`src/ipfr_pkg.sv`:
```
// Shared types and constants of the IPv4 fragment reassembly tracker.
package ipfr_pkg;

    localparam int START_W = 16;
    localparam int END_W   = 17;

    typedef enum logic [2:0] {
        ST_UNFRAG   = 3'd0,
        ST_STORED   = 3'd1,
        ST_COMPLETE = 3'd2,
        ST_DUP      = 3'd3,
        ST_FULL     = 3'd4
    } t_status;

    typedef struct packed {
        logic               more;
        logic [END_W-1:0]   pend;
        logic [START_W-1:0] pstart;
    } t_piece;

    // Commands from the controller to the datapath
    typedef struct packed {
        logic latch_in;
        logic obtain;
        logic idx_clear;
        logic idx_inc;
        logic set_pos_idx;
        logic set_pos_n;
        logic rd_idx;
        logic rd_shift;
        logic wr_shift;
        logic ins;
        logic walk_init;
        logic walk_step;
        logic res_unfrag;
        logic res_full;
        logic res_dup;
        logic res_stored;
        logic res_complete;
    } t_cmd;

    // Status from the datapath to the controller
    typedef struct packed {
        logic unfrag;
        logic full;
        logic n_zero;
        logic dup;
        logic ahead;
        logic idx_last;
        logic sh_more;
        logic gap;
        logic rd_more;
    } t_sts;

endpackage

```
`src/ipfr_if.sv`:
```
// Fragment input and result output channel interfaces.
interface ipfr_in_if;
    logic        valid;
    logic        ready;
    logic [31:0] src_addr;
    logic [15:0] frag_ident;
    logic [12:0] frag_off;
    logic [15:0] payload_len;
    logic        more_frags;

    modport source (output valid, src_addr, frag_ident, frag_off, payload_len, more_frags,
                    input ready);
    modport sink (input valid, src_addr, frag_ident, frag_off, payload_len, more_frags,
                  output ready);
endinterface

interface ipfr_out_if;
    logic        valid;
    logic        ready;
    logic [2:0]  status;
    logic [2:0]  slot;
    logic [3:0]  frag_count;
    logic [16:0] reassembled_len;

    modport source (output valid, status, slot, frag_count, reassembled_len, input ready);
    modport sink (input valid, status, slot, frag_count, reassembled_len, output ready);
endinterface

```
`src/ipfr_ctrl.sv`:
```
// Controller state machine that sequences lookup, scan, shift, insert and walk.
module ipfr_ctrl (
    input  logic          i_clk,
    input  logic          i_rst_n,
    input  logic          i_in_valid,
    input  logic          i_out_ready,
    input  ipfr_pkg::t_sts i_sts,
    output ipfr_pkg::t_cmd o_cmd,
    output logic          o_in_ready,
    output logic          o_out_valid
);

    typedef enum logic [10:0] {
        S_IDLE  = 11'b000_0000_0001,
        S_LOOK  = 11'b000_0000_0010,
        S_CHECK = 11'b000_0000_0100,
        S_SC_RD = 11'b000_0000_1000,
        S_SC_EV = 11'b000_0001_0000,
        S_SH_RD = 11'b000_0010_0000,
        S_SH_WR = 11'b000_0100_0000,
        S_INS   = 11'b000_1000_0000,
        S_WK_RD = 11'b001_0000_0000,
        S_WK_EV = 11'b010_0000_0000,
        S_OUT   = 11'b100_0000_0000
    } t_state;

    t_state r_state, n_state;

    // Hold state
    always_ff @(posedge i_clk) begin
        if (!i_rst_n) begin
            r_state <= S_IDLE;
        end else begin
            r_state <= n_state;
        end
    end

    // Decide next state and commands
    always_comb begin
        n_state = r_state;
        o_cmd   = '0;
        unique case (r_state)
            S_IDLE: begin
                if (i_in_valid) begin
                    o_cmd.latch_in = 1'b1;
                    n_state = S_LOOK;
                end
            end
            S_LOOK: begin
                if (i_sts.unfrag) begin
                    o_cmd.res_unfrag = 1'b1;
                    n_state = S_OUT;
                end else begin
                    o_cmd.obtain = 1'b1;
                    n_state = S_CHECK;
                end
            end
            S_CHECK: begin
                o_cmd.idx_clear = 1'b1;
                if (i_sts.full) begin
                    o_cmd.res_full = 1'b1;
                    n_state = S_OUT;
                end else if (i_sts.n_zero) begin
                    o_cmd.set_pos_n = 1'b1;
                    n_state = S_INS;
                end else begin
                    n_state = S_SC_RD;
                end
            end
            S_SC_RD: begin
                o_cmd.rd_idx = 1'b1;
                n_state = S_SC_EV;
            end
            S_SC_EV: begin
                if (i_sts.dup) begin
                    o_cmd.res_dup = 1'b1;
                    n_state = S_OUT;
                end else if (i_sts.ahead) begin
                    o_cmd.set_pos_idx = 1'b1;
                    n_state = S_SH_RD;
                end else if (i_sts.idx_last) begin
                    o_cmd.set_pos_n = 1'b1;
                    n_state = S_INS;
                end else begin
                    o_cmd.idx_inc = 1'b1;
                    n_state = S_SC_RD;
                end
            end
            S_SH_RD: begin
                o_cmd.rd_shift = 1'b1;
                n_state = S_SH_WR;
            end
            S_SH_WR: begin
                o_cmd.wr_shift = 1'b1;
                n_state = i_sts.sh_more ? S_SH_RD : S_INS;
            end
            S_INS: begin
                o_cmd.ins = 1'b1;
                o_cmd.walk_init = 1'b1;
                n_state = S_WK_RD;
            end
            S_WK_RD: begin
                o_cmd.rd_idx = 1'b1;
                n_state = S_WK_EV;
            end
            S_WK_EV: begin
                if (i_sts.gap) begin
                    o_cmd.res_stored = 1'b1;
                    n_state = S_OUT;
                end else if (i_sts.idx_last) begin
                    if (i_sts.rd_more) begin
                        o_cmd.res_stored = 1'b1;
                    end else begin
                        o_cmd.res_complete = 1'b1;
                    end
                    n_state = S_OUT;
                end else begin
                    o_cmd.walk_step = 1'b1;
                    n_state = S_WK_RD;
                end
            end
            S_OUT: begin
                if (i_out_ready) begin
                    n_state = S_IDLE;
                end
            end
            default: begin
                n_state = S_IDLE;
            end
        endcase
    end

    assign o_in_ready  = (r_state == S_IDLE);
    assign o_out_valid = (r_state == S_OUT);

endmodule

```
`src/ipfr_datapath.sv`:
```
// Datapath: context table, LRU ages, piece memory and result registers.
module ipfr_datapath #(
    parameter int CONTEXTS           = 8,
    parameter int PIECES_PER_CONTEXT = 8
) (
    input  logic           i_clk,
    input  logic           i_rst_n,
    input  ipfr_pkg::t_cmd i_cmd,
    output ipfr_pkg::t_sts o_sts,
    input  logic [31:0]    i_src_addr,
    input  logic [15:0]    i_frag_ident,
    input  logic [12:0]    i_frag_off,
    input  logic [15:0]    i_payload_len,
    input  logic           i_more_frags,
    output logic [2:0]     o_status,
    output logic [2:0]     o_slot,
    output logic [3:0]     o_frag_count,
    output logic [16:0]    o_reassembled_len
);

    localparam int SW    = (CONTEXTS > 1) ? $clog2(CONTEXTS) : 1;
    localparam int NW    = $clog2(PIECES_PER_CONTEXT + 1);
    localparam int DEPTH = CONTEXTS * PIECES_PER_CONTEXT;
    localparam int MW    = (DEPTH > 1) ? $clog2(DEPTH) : 1;
    localparam int EW    = ipfr_pkg::END_W;

    // Context table
    logic [CONTEXTS-1:0] r_valid;
    logic [31:0]         r_src   [CONTEXTS];
    logic [15:0]         r_id    [CONTEXTS];
    logic [SW-1:0]       r_age   [CONTEXTS];
    logic [NW-1:0]       r_count [CONTEXTS];

    // Latched fragment
    logic [31:0]                  r_in_src;
    logic [15:0]                  r_in_id;
    logic [ipfr_pkg::START_W-1:0] r_start;
    logic [EW-1:0]                r_end;
    logic                         r_mf;
    logic                         r_unfrag;

    // Work registers
    logic [SW-1:0]   r_slot;
    logic [NW-1:0]   r_n;
    logic [NW-1:0]   r_idx;
    logic [NW-1:0]   r_pos;
    logic [NW-1:0]   r_j;
    logic [EW-1:0]   r_run;
    ipfr_pkg::t_piece r_rd;

    // Results
    ipfr_pkg::t_status r_status;
    logic [SW-1:0]     r_res_slot;
    logic [NW-1:0]     r_res_cnt;
    logic [EW-1:0]     r_res_len;

    // Piece memory
    ipfr_pkg::t_piece mem [DEPTH];

    function automatic logic [MW-1:0] piece_addr(input logic [SW-1:0] slot,
                                                  input logic [NW-1:0] idx);
        piece_addr = MW'(slot) * MW'(PIECES_PER_CONTEXT) + MW'(idx);
    endfunction

    // Search the context table
    logic [CONTEXTS-1:0] hit;
    logic [SW-1:0]       h_idx, f_idx, l_idx, obt_slot;
    logic                h_any, f_any, l_any;
    logic [NW-1:0]       obt_n;

    always_comb begin
        h_idx = '0; f_idx = '0; l_idx = '0;
        h_any = 1'b0; f_any = 1'b0; l_any = 1'b0;
        for (int i = 0; i < CONTEXTS; i++) begin
            hit[i] = r_valid[i] && (r_src[i] == r_in_src) && (r_id[i] == r_in_id);
            if (hit[i] && !h_any) begin
                h_idx = SW'(i);
                h_any = 1'b1;
            end
            if (!r_valid[i] && !f_any) begin
                f_idx = SW'(i);
                f_any = 1'b1;
            end
            if (r_valid[i] && (r_age[i] == SW'(CONTEXTS - 1)) && !l_any) begin
                l_idx = SW'(i);
                l_any = 1'b1;
            end
        end
        obt_slot = h_any ? h_idx : (f_any ? f_idx : l_idx);
        obt_n    = h_any ? r_count[h_idx] : '0;
    end

    // Update valid bits, ages and counts
    always_ff @(posedge i_clk) begin
        if (!i_rst_n) begin
            r_valid <= '0;
            for (int i = 0; i < CONTEXTS; i++) begin
                r_age[i]   <= '0;
                r_count[i] <= '0;
            end
        end else begin
            if (i_cmd.obtain) begin
                for (int i = 0; i < CONTEXTS; i++) begin
                    if (r_valid[i] && (SW'(i) != obt_slot) &&
                        (!h_any || (r_age[i] < r_age[h_idx]))) begin
                        r_age[i] <= r_age[i] + SW'(1);
                    end
                end
                r_age[obt_slot]   <= '0;
                r_valid[obt_slot] <= 1'b1;
                if (!h_any) begin
                    r_count[obt_slot] <= '0;
                end
            end
            if (i_cmd.ins) begin
                r_count[r_slot] <= r_n + NW'(1);
            end
            if (i_cmd.res_complete) begin
                for (int i = 0; i < CONTEXTS; i++) begin
                    if (r_valid[i] && (SW'(i) != r_slot) && (r_age[i] > r_age[r_slot])) begin
                        r_age[i] <= r_age[i] - SW'(1);
                    end
                end
                r_valid[r_slot] <= 1'b0;
                r_age[r_slot]   <= '0;
                r_count[r_slot] <= '0;
            end
        end
    end

    // Write context keys
    always_ff @(posedge i_clk) begin
        if (i_cmd.obtain && !h_any) begin
            r_src[obt_slot] <= r_in_src;
            r_id[obt_slot]  <= r_in_id;
        end
    end

    // Latch fragment and advance work registers
    always_ff @(posedge i_clk) begin
        if (i_cmd.latch_in) begin
            r_in_src <= i_src_addr;
            r_in_id  <= i_frag_ident;
            r_start  <= {i_frag_off, 3'b000};
            r_end    <= {1'b0, i_frag_off, 3'b000} + {1'b0, i_payload_len};
            r_mf     <= i_more_frags;
            r_unfrag <= (i_frag_off == 13'd0) && !i_more_frags;
        end
        if (i_cmd.obtain) begin
            r_slot <= obt_slot;
            r_n    <= obt_n;
        end
        if (i_cmd.idx_clear || i_cmd.walk_init) begin
            r_idx <= '0;
        end else if (i_cmd.idx_inc || i_cmd.walk_step) begin
            r_idx <= r_idx + NW'(1);
        end
        if (i_cmd.set_pos_idx) begin
            r_pos <= r_idx;
            r_j   <= r_n;
        end else if (i_cmd.set_pos_n) begin
            r_pos <= r_n;
        end else if (i_cmd.wr_shift) begin
            r_j <= r_j - NW'(1);
        end
        if (i_cmd.ins) begin
            r_n <= r_n + NW'(1);
        end
        if (i_cmd.walk_init) begin
            r_run <= '0;
        end else if (i_cmd.walk_step) begin
            r_run <= r_rd.pend;
        end
    end

    // Piece memory write and registered read
    logic             mem_we, mem_re;
    logic [MW-1:0]    wa, ra;
    ipfr_pkg::t_piece wd;

    always_comb begin
        mem_we = i_cmd.wr_shift || i_cmd.ins;
        mem_re = i_cmd.rd_idx || i_cmd.rd_shift;
        if (i_cmd.ins) begin
            wa = piece_addr(r_slot, r_pos);
            wd = '{more: r_mf, pend: r_end, pstart: r_start};
        end else begin
            wa = piece_addr(r_slot, r_j);
            wd = r_rd;
        end
        ra = i_cmd.rd_shift ? piece_addr(r_slot, r_j - NW'(1)) : piece_addr(r_slot, r_idx);
    end

    always_ff @(posedge i_clk) begin
        if (mem_we) begin
            mem[wa] <= wd;
        end
        if (mem_re) begin
            r_rd <= mem[ra];
        end
    end

    // Capture result
    always_ff @(posedge i_clk) begin
        if (i_cmd.res_unfrag) begin
            r_status   <= ipfr_pkg::ST_UNFRAG;
            r_res_slot <= '0;
            r_res_cnt  <= '0;
            r_res_len  <= '0;
        end else if (i_cmd.res_full || i_cmd.res_dup || i_cmd.res_stored) begin
            r_status   <= i_cmd.res_full ? ipfr_pkg::ST_FULL :
                          (i_cmd.res_dup ? ipfr_pkg::ST_DUP : ipfr_pkg::ST_STORED);
            r_res_slot <= r_slot;
            r_res_cnt  <= r_n;
            r_res_len  <= '0;
        end else if (i_cmd.res_complete) begin
            r_status   <= ipfr_pkg::ST_COMPLETE;
            r_res_slot <= r_slot;
            r_res_cnt  <= '0;
            r_res_len  <= r_rd.pend;
        end
    end

    // Report status
    always_comb begin
        o_sts.unfrag   = r_unfrag;
        o_sts.full     = ((NW+1)'(r_n) >= (NW+1)'(PIECES_PER_CONTEXT));
        o_sts.n_zero   = (r_n == '0);
        o_sts.dup      = (r_rd.pstart == r_start);
        o_sts.ahead    = (r_end <= {1'b0, r_rd.pstart});
        o_sts.idx_last = (((NW+1)'(r_idx) + (NW+1)'(1)) == (NW+1)'(r_n));
        o_sts.sh_more  = ((NW+1)'(r_j) > ((NW+1)'(r_pos) + (NW+1)'(1)));
        o_sts.gap      = ({1'b0, r_rd.pstart} != r_run);
        o_sts.rd_more  = r_rd.more;
    end

    assign o_status          = r_status;
    assign o_slot            = 3'(r_res_slot);
    assign o_frag_count      = 4'(r_res_cnt);
    assign o_reassembled_len = r_res_len;

endmodule

```
`src/ip_fragment_reassembly_tracker.sv`:
```
// Top level of the IPv4 fragment reassembly tracker.
// Takes one fragment at a time and returns one result transaction per fragment;
// the next fragment is accepted in the cycle after the result has been taken.
// An unfragmented item is answered straight after the lookup, a full context
// after the occupancy check and a duplicate start during the scan; a stored or
// completed fragment passes through the scan for the insert position, the shift,
// the insert and the contiguity walk. The scan reads k held pieces, the shift
// moves m pieces up and the walk reads w pieces, each step being one read of the
// piece memory plus its evaluation or write-back. With eight pieces per context
// k + m and w are each at most 8. Up to CONTEXTS contexts are tracked with
// least-recent eviction, each holding up to PIECES_PER_CONTEXT pieces; no
// clearing pass is needed after reset.
module ip_fragment_reassembly_tracker #(
    parameter int CONTEXTS           = 8,
    parameter int PIECES_PER_CONTEXT = 8
) (
    input logic         i_clk,
    input logic         i_rst_n,
    ipfr_in_if.sink     i_frag,
    ipfr_out_if.source  o_res
);

    ipfr_pkg::t_cmd cmd;
    ipfr_pkg::t_sts sts;

    ipfr_ctrl u_ctrl (
        .i_clk       (i_clk),
        .i_rst_n     (i_rst_n),
        .i_in_valid  (i_frag.valid),
        .i_out_ready (o_res.ready),
        .i_sts       (sts),
        .o_cmd       (cmd),
        .o_in_ready  (i_frag.ready),
        .o_out_valid (o_res.valid)
    );

    ipfr_datapath #(
        .CONTEXTS           (CONTEXTS),
        .PIECES_PER_CONTEXT (PIECES_PER_CONTEXT)
    ) u_dp (
        .i_clk             (i_clk),
        .i_rst_n           (i_rst_n),
        .i_cmd             (cmd),
        .o_sts             (sts),
        .i_src_addr        (i_frag.src_addr),
        .i_frag_ident      (i_frag.frag_ident),
        .i_frag_off        (i_frag.frag_off),
        .i_payload_len     (i_frag.payload_len),
        .i_more_frags      (i_frag.more_frags),
        .o_status          (o_res.status),
        .o_slot            (o_res.slot),
        .o_frag_count      (o_res.frag_count),
        .o_reassembled_len (o_res.reassembled_len)
    );

endmodule

```
`src/flat_wrapper.sv`:
```
// flat-port wrapper written by rule: the top's interface ports become plain ports
module ip_fragment_reassembly_tracker_flat 
#(
    parameter int CONTEXTS           = 8,
    parameter int PIECES_PER_CONTEXT = 8
)
  (i_clk, i_rst_n, i_frag_valid, i_frag_src_addr, i_frag_frag_ident, i_frag_frag_off, i_frag_payload_len, i_frag_more_frags, i_frag_ready, o_res_valid, o_res_status, o_res_slot, o_res_frag_count, o_res_reassembled_len, o_res_ready);
  ipfr_in_if i_frag_i ();
  ipfr_out_if o_res_i ();
  input logic i_clk;
  input logic i_rst_n;
  input wire logic [$bits(i_frag_i.valid)-1:0] i_frag_valid;
  input wire logic [$bits(i_frag_i.src_addr)-1:0] i_frag_src_addr;
  input wire logic [$bits(i_frag_i.frag_ident)-1:0] i_frag_frag_ident;
  input wire logic [$bits(i_frag_i.frag_off)-1:0] i_frag_frag_off;
  input wire logic [$bits(i_frag_i.payload_len)-1:0] i_frag_payload_len;
  input wire logic [$bits(i_frag_i.more_frags)-1:0] i_frag_more_frags;
  output wire logic [$bits(i_frag_i.ready)-1:0] i_frag_ready;
  output wire logic [$bits(o_res_i.valid)-1:0] o_res_valid;
  output wire logic [$bits(o_res_i.status)-1:0] o_res_status;
  output wire logic [$bits(o_res_i.slot)-1:0] o_res_slot;
  output wire logic [$bits(o_res_i.frag_count)-1:0] o_res_frag_count;
  output wire logic [$bits(o_res_i.reassembled_len)-1:0] o_res_reassembled_len;
  input wire logic [$bits(o_res_i.ready)-1:0] o_res_ready;
  assign i_frag_i.valid = i_frag_valid;
  assign i_frag_i.src_addr = i_frag_src_addr;
  assign i_frag_i.frag_ident = i_frag_frag_ident;
  assign i_frag_i.frag_off = i_frag_frag_off;
  assign i_frag_i.payload_len = i_frag_payload_len;
  assign i_frag_i.more_frags = i_frag_more_frags;
  assign i_frag_ready = i_frag_i.ready;
  assign o_res_valid = o_res_i.valid;
  assign o_res_status = o_res_i.status;
  assign o_res_slot = o_res_i.slot;
  assign o_res_frag_count = o_res_i.frag_count;
  assign o_res_reassembled_len = o_res_i.reassembled_len;
  assign o_res_i.ready = o_res_ready;
  ip_fragment_reassembly_tracker #(.CONTEXTS(CONTEXTS), .PIECES_PER_CONTEXT(PIECES_PER_CONTEXT)) u_core (.i_clk(i_clk), .i_rst_n(i_rst_n), .i_frag(i_frag_i), .o_res(o_res_i));
endmodule
```
`config.mk`:
```
export PLATFORM = sky130hd
export DESIGN_NAME = ip_fragment_reassembly_tracker_flat
export DESIGN_NICKNAME = d
export VERILOG_FILES = /design/src/ipfr_pkg.sv /design/src/ipfr_if.sv /design/src/ipfr_ctrl.sv /design/src/ipfr_datapath.sv /design/src/ip_fragment_reassembly_tracker.sv /design/src/flat_wrapper.sv
export SDC_FILE = /design/constraint.sdc
export NUM_CORES = 2
export LEC_CHECK = 0
export BUFFER_PORTS_ARGS = -buffer_cell sky130_fd_sc_hd__buf_2
export CORE_ASPECT_RATIO = 0.75
export CORE_UTILIZATION = 60
export DETAILED_ROUTE_END_ITERATION = 16
export HOLD_SLACK_MARGIN = 0.03
export PLACE_DENSITY = 0.76
export SYNTH_ARGS = -nofsm -noshare
export SYNTH_HDL_FRONTEND = slang
export SYNTH_SLANG_ARGS = --single-unit
```
`constraint.sdc`:
```
create_clock -name i_clk -period 16.1 [get_ports i_clk]
set_clock_uncertainty 0.15 [all_clocks]
set_input_delay 1.61 -clock i_clk [delete_from_list [all_inputs] [get_ports i_clk]]
set_output_delay 1.61 -clock i_clk [all_outputs]
set_load 0.02 [all_outputs]
```
==> metrics.cfg <==
[global_routing]
grt_max_degree=142
grt-ovfl-total=0
grt_pass1_wl_mm=443
antenna_found_initial=21
grt_pass1_vias=61700
grt_use_total=0.327

[power_and_ir_drop]
p_int_mw=11.7
switching_share=0.203
leakage_nw=40.9
powerDensity_mw_per_mm2=114
max-vdd-ir-drop_mv=0.176
clockPowerShare=0.429
switchingPower_mw=2.97
power_frac_comb=0.025
power_mw=14.6
power_frac_seq=0.546

[clock_tree]
cts_buffers=275
root_buffer=clkbuf_16
cts.hold.buffers_added=0
clkSinkCount=2815
post_cts_resize_count=0
cts_tree=done
cts.clk_slew.worst_paths_ns=0.06
clk_latency_ns=0.93
cts_max_path_buffers=4
htreeDepth=5
postCtsSetupBuffers=0

[finish]
finalNetCount=6396
syn2layout_area_growth_pct=11.8
stdcell_count=8935
fin_util=0.677
drive_above_1_share=0.241

[floorplan]
die_h_um=380
initial_core_util=0.605
die_width_um=507
io_pins=111
row_count=138
core_mm2=0.189
die_area_mm2=0.193

[synth]
synth_cells=5906
avgSynthCellArea_um2=19.4
synth_top_flop_cell=edfxtp_1
ys_ff_latch=2815
seq_area_frac_synth=0.730
synthArstFlopShare=0
syn_area_mm2=0.115
yosysWarningCount=0
synth-edff-count=2721
synthesis.nets=6081
synth_cell_types=87

[critical_path]
required_ns=16.73
cp_max_fo=18
critPathLaunchType=flip-flop
cp.arrival_ns=7.75
critPathCaptureType=flip-flop
criticalPathCategory=reg2reg

[detailed_routing]
antenna_left=0
routed-via-count=62600
vias_per_cell=7.01
wl_per_cell_um=35.1
drt-initial-drc-count=9311
drc=0
drt_wl_total_mm=313
dr.pass1.iters=6

[placement]
dp_hpwl_mm=171
dpl.cell_count=8464
gp_congestion=0.953
io_buffer_count=110

[sta]
max-slew-margin-rel=0.0867
timing.final.max_slew_violations=0
setup_violations=0
worstMarginPinSlew_ns=1.37
finalCriticalPeriod_ns=7.12
rsz0062_at_grt=false
finalHoldViolCount=0
max_freq_mhz=140
tns_ns=0
finalCritPeriodShare=0.442

[run_status]
status=finished, final reports clean

[run]
max_cap_violations=0

[hold_path]
hold_class=reg2reg

[cells by family after synthesis]
group                    count (synthesis)  synth area share
AND/OR/NAND/NOR                       1133            0.0514
multiplexers                           782             0.147
XOR/XNOR                               388            0.0297
AO/OA/AOI/OAI                          334            0.0196
buffers and inverters                  361            0.0123
flip-flops                            2815             0.730
adder cells (fa/ha/maj)                 93            0.0104
[cell usage after synthesis (23+ instances only)]
cell type	n	area, µm²
xor2_1	204	1790
edfxtp_1	2721	81700
and3_1	23	144
nand2_1	289	1080
nand2b_1	97	607
or4_1	24	180
clkbuf_1	182	683
nor2_1	225	845
dfxtp_1	94	1880
xnor2_1	184	1610
buf_1	56	210
mux4_2	720	16200
inv_1	101	379
nand4_1	93	582
o21ai_0	73	365
nor2b_1	49	307
nor4_1	87	544
nor3_1	44	220
a21oi_1	84	420
mux2i_1	52	521
ha_1	89	1110
nand3_1	81	405
[layout by cell type (no fill, tap or decap), drive strengths merged, types with 12 or more instances in the layout]
| cell type | Yosys | routed |
|---|---|---|
| mux4 | 720 | 720 |
| nand2 | 289 | 289 |
| nand2b | 97 | 97 |
| bufinv | 0 | 21 |
| xor2 | 204 | 204 |
| a21oi | 85 | 85 |
| dfxtp | 94 | 94 |
| clkbuf | 182 | 332 |
| nor2 | 225 | 225 |
| o2111ai | 15 | 15 |
| nand4 | 93 | 93 |
| o211ai | 12 | 12 |
| or4 | 25 | 25 |
| edfxtp | 2721 | 2721 |
| nor3b | 13 | 13 |
| ha | 89 | 89 |
| xnor2 | 184 | 184 |
| nor2b | 49 | 49 |
| and3 | 23 | 23 |
| o21a | 15 | 15 |
| nor4b | 12 | 12 |
| o21ai | 78 | 78 |
| nor4 | 87 | 87 |
| or2 | 16 | 16 |
| buf | 78 | 298 |
| clkinv | 0 | 96 |
| inv | 101 | 104 |
| or3 | 12 | 12 |
| nor3 | 44 | 44 |
| mux2i | 52 | 52 |
| nand3 | 81 | 81 |
[registers in the layout (all words and copies together), names as in the netlist, 8 cells and up, named ones only]
name	count
u_core.u_dp.r_end	17
u_core.u_dp.r_in_src	32
u_core.u_dp.r_start	13
u_core.u_dp.r_id	128
u_core.u_ctrl.r_state	11
u_core.u_dp.mem	2176
u_core.u_dp.r_rd	33
u_core.u_dp.r_in_id	16
u_core.u_dp.r_run	17
u_core.u_dp.r_count	32
u_core.u_dp.r_valid	8
u_core.u_dp.o_reassembled_len	17
u_core.u_dp.r_src	256
u_core.u_dp.r_age	24
[stage by stage]
| step | setup slack, ns | instance area, µm² | hold slack, ns |
|---|---|---|---|
| 2_1_floorplan | 9.97 | 115000 | 0.279 |
| 3_3_place_gp | 9.30 | 120000 | 0.291 |
| 3_5_place_dp | 9.12 | 120000 | 0.293 |
| 4_1_cts | 9.06 | 128000 | 0.301 |
| 5_1_grt | 8.67 | 128000 | 0.331 |
| 6_report | 8.98 | 128000 | 0.298 |
[routing by layer]
layer / GRT usage / up-vias / routed length [µm] / share of wire
met1: 0.458 / 32500 / 115000 / 0.37
li1: - / 24700 / - / -
met2: 0.495 / 4762 / 144000 / 0.46
met3: 0.0875 / 704 / 41100 / 0.13
met5: 0 / - / 11 / 0.000035
met4: 0.132 / 2 / 13800 / 0.044
[final timing paths]
kind                                      from                                 to  slack (ns)  cells past startpoint
max reg2reg           u_core.u_dp.r_in_src[17]            u_core.u_dp.r_age[3][2]        8.98                     16
min reg2reg  u_core.u_dp.o_reassembled_len[13]  u_core.u_dp.o_reassembled_len[13]        0.30                      2
max                   u_core.u_dp.r_in_src[17]            u_core.u_dp.r_age[3][2]        8.98                     16
min          u_core.u_dp.o_reassembled_len[13]  u_core.u_dp.o_reassembled_len[13]        0.30                      2
[power groups by stage]
stage	combinational (mW)	clock [mW]	sequential, mW
final	0.368	6.27	7.99
after global routing	0.387	6.57	7.99
after CTS	0.360	6.32	7.99
after detailed placement	0.357	0	8.15
after global placement	0.349	0	8.15
after floorplan	0.198	0	8.15
[final cells by class]
cell class,count,area [µm²]
inverter,101,379
timing repair buffer,298,2020
clock buffer,332,7350
multi-input combinational,2730,30400
fill,11700,61100
antenna,9,22.5
tap,2520,3150
sequential,2815,83600
clock inverter,130,1170
[critical path: stages (launching register included)]
cell and delay, ns:
edfxtp_1 1.03, xor2_1 0.19, or4_1 0.57, nor4_1 0.20
nand4_1 0.28, or4_4 0.65, a2111oi_4 0.42, or2_1 0.91
mux2i_1 0.29, mux2i_1 0.10, mux2i_1 0.87, ha_1 0.40
nor2_1 0.12, o2111ai_1 0.12, o41a_1 0.20, mux2i_1 0.13
or3_1 0.36
Note: power is estimated with default switching activity, not from simulation.
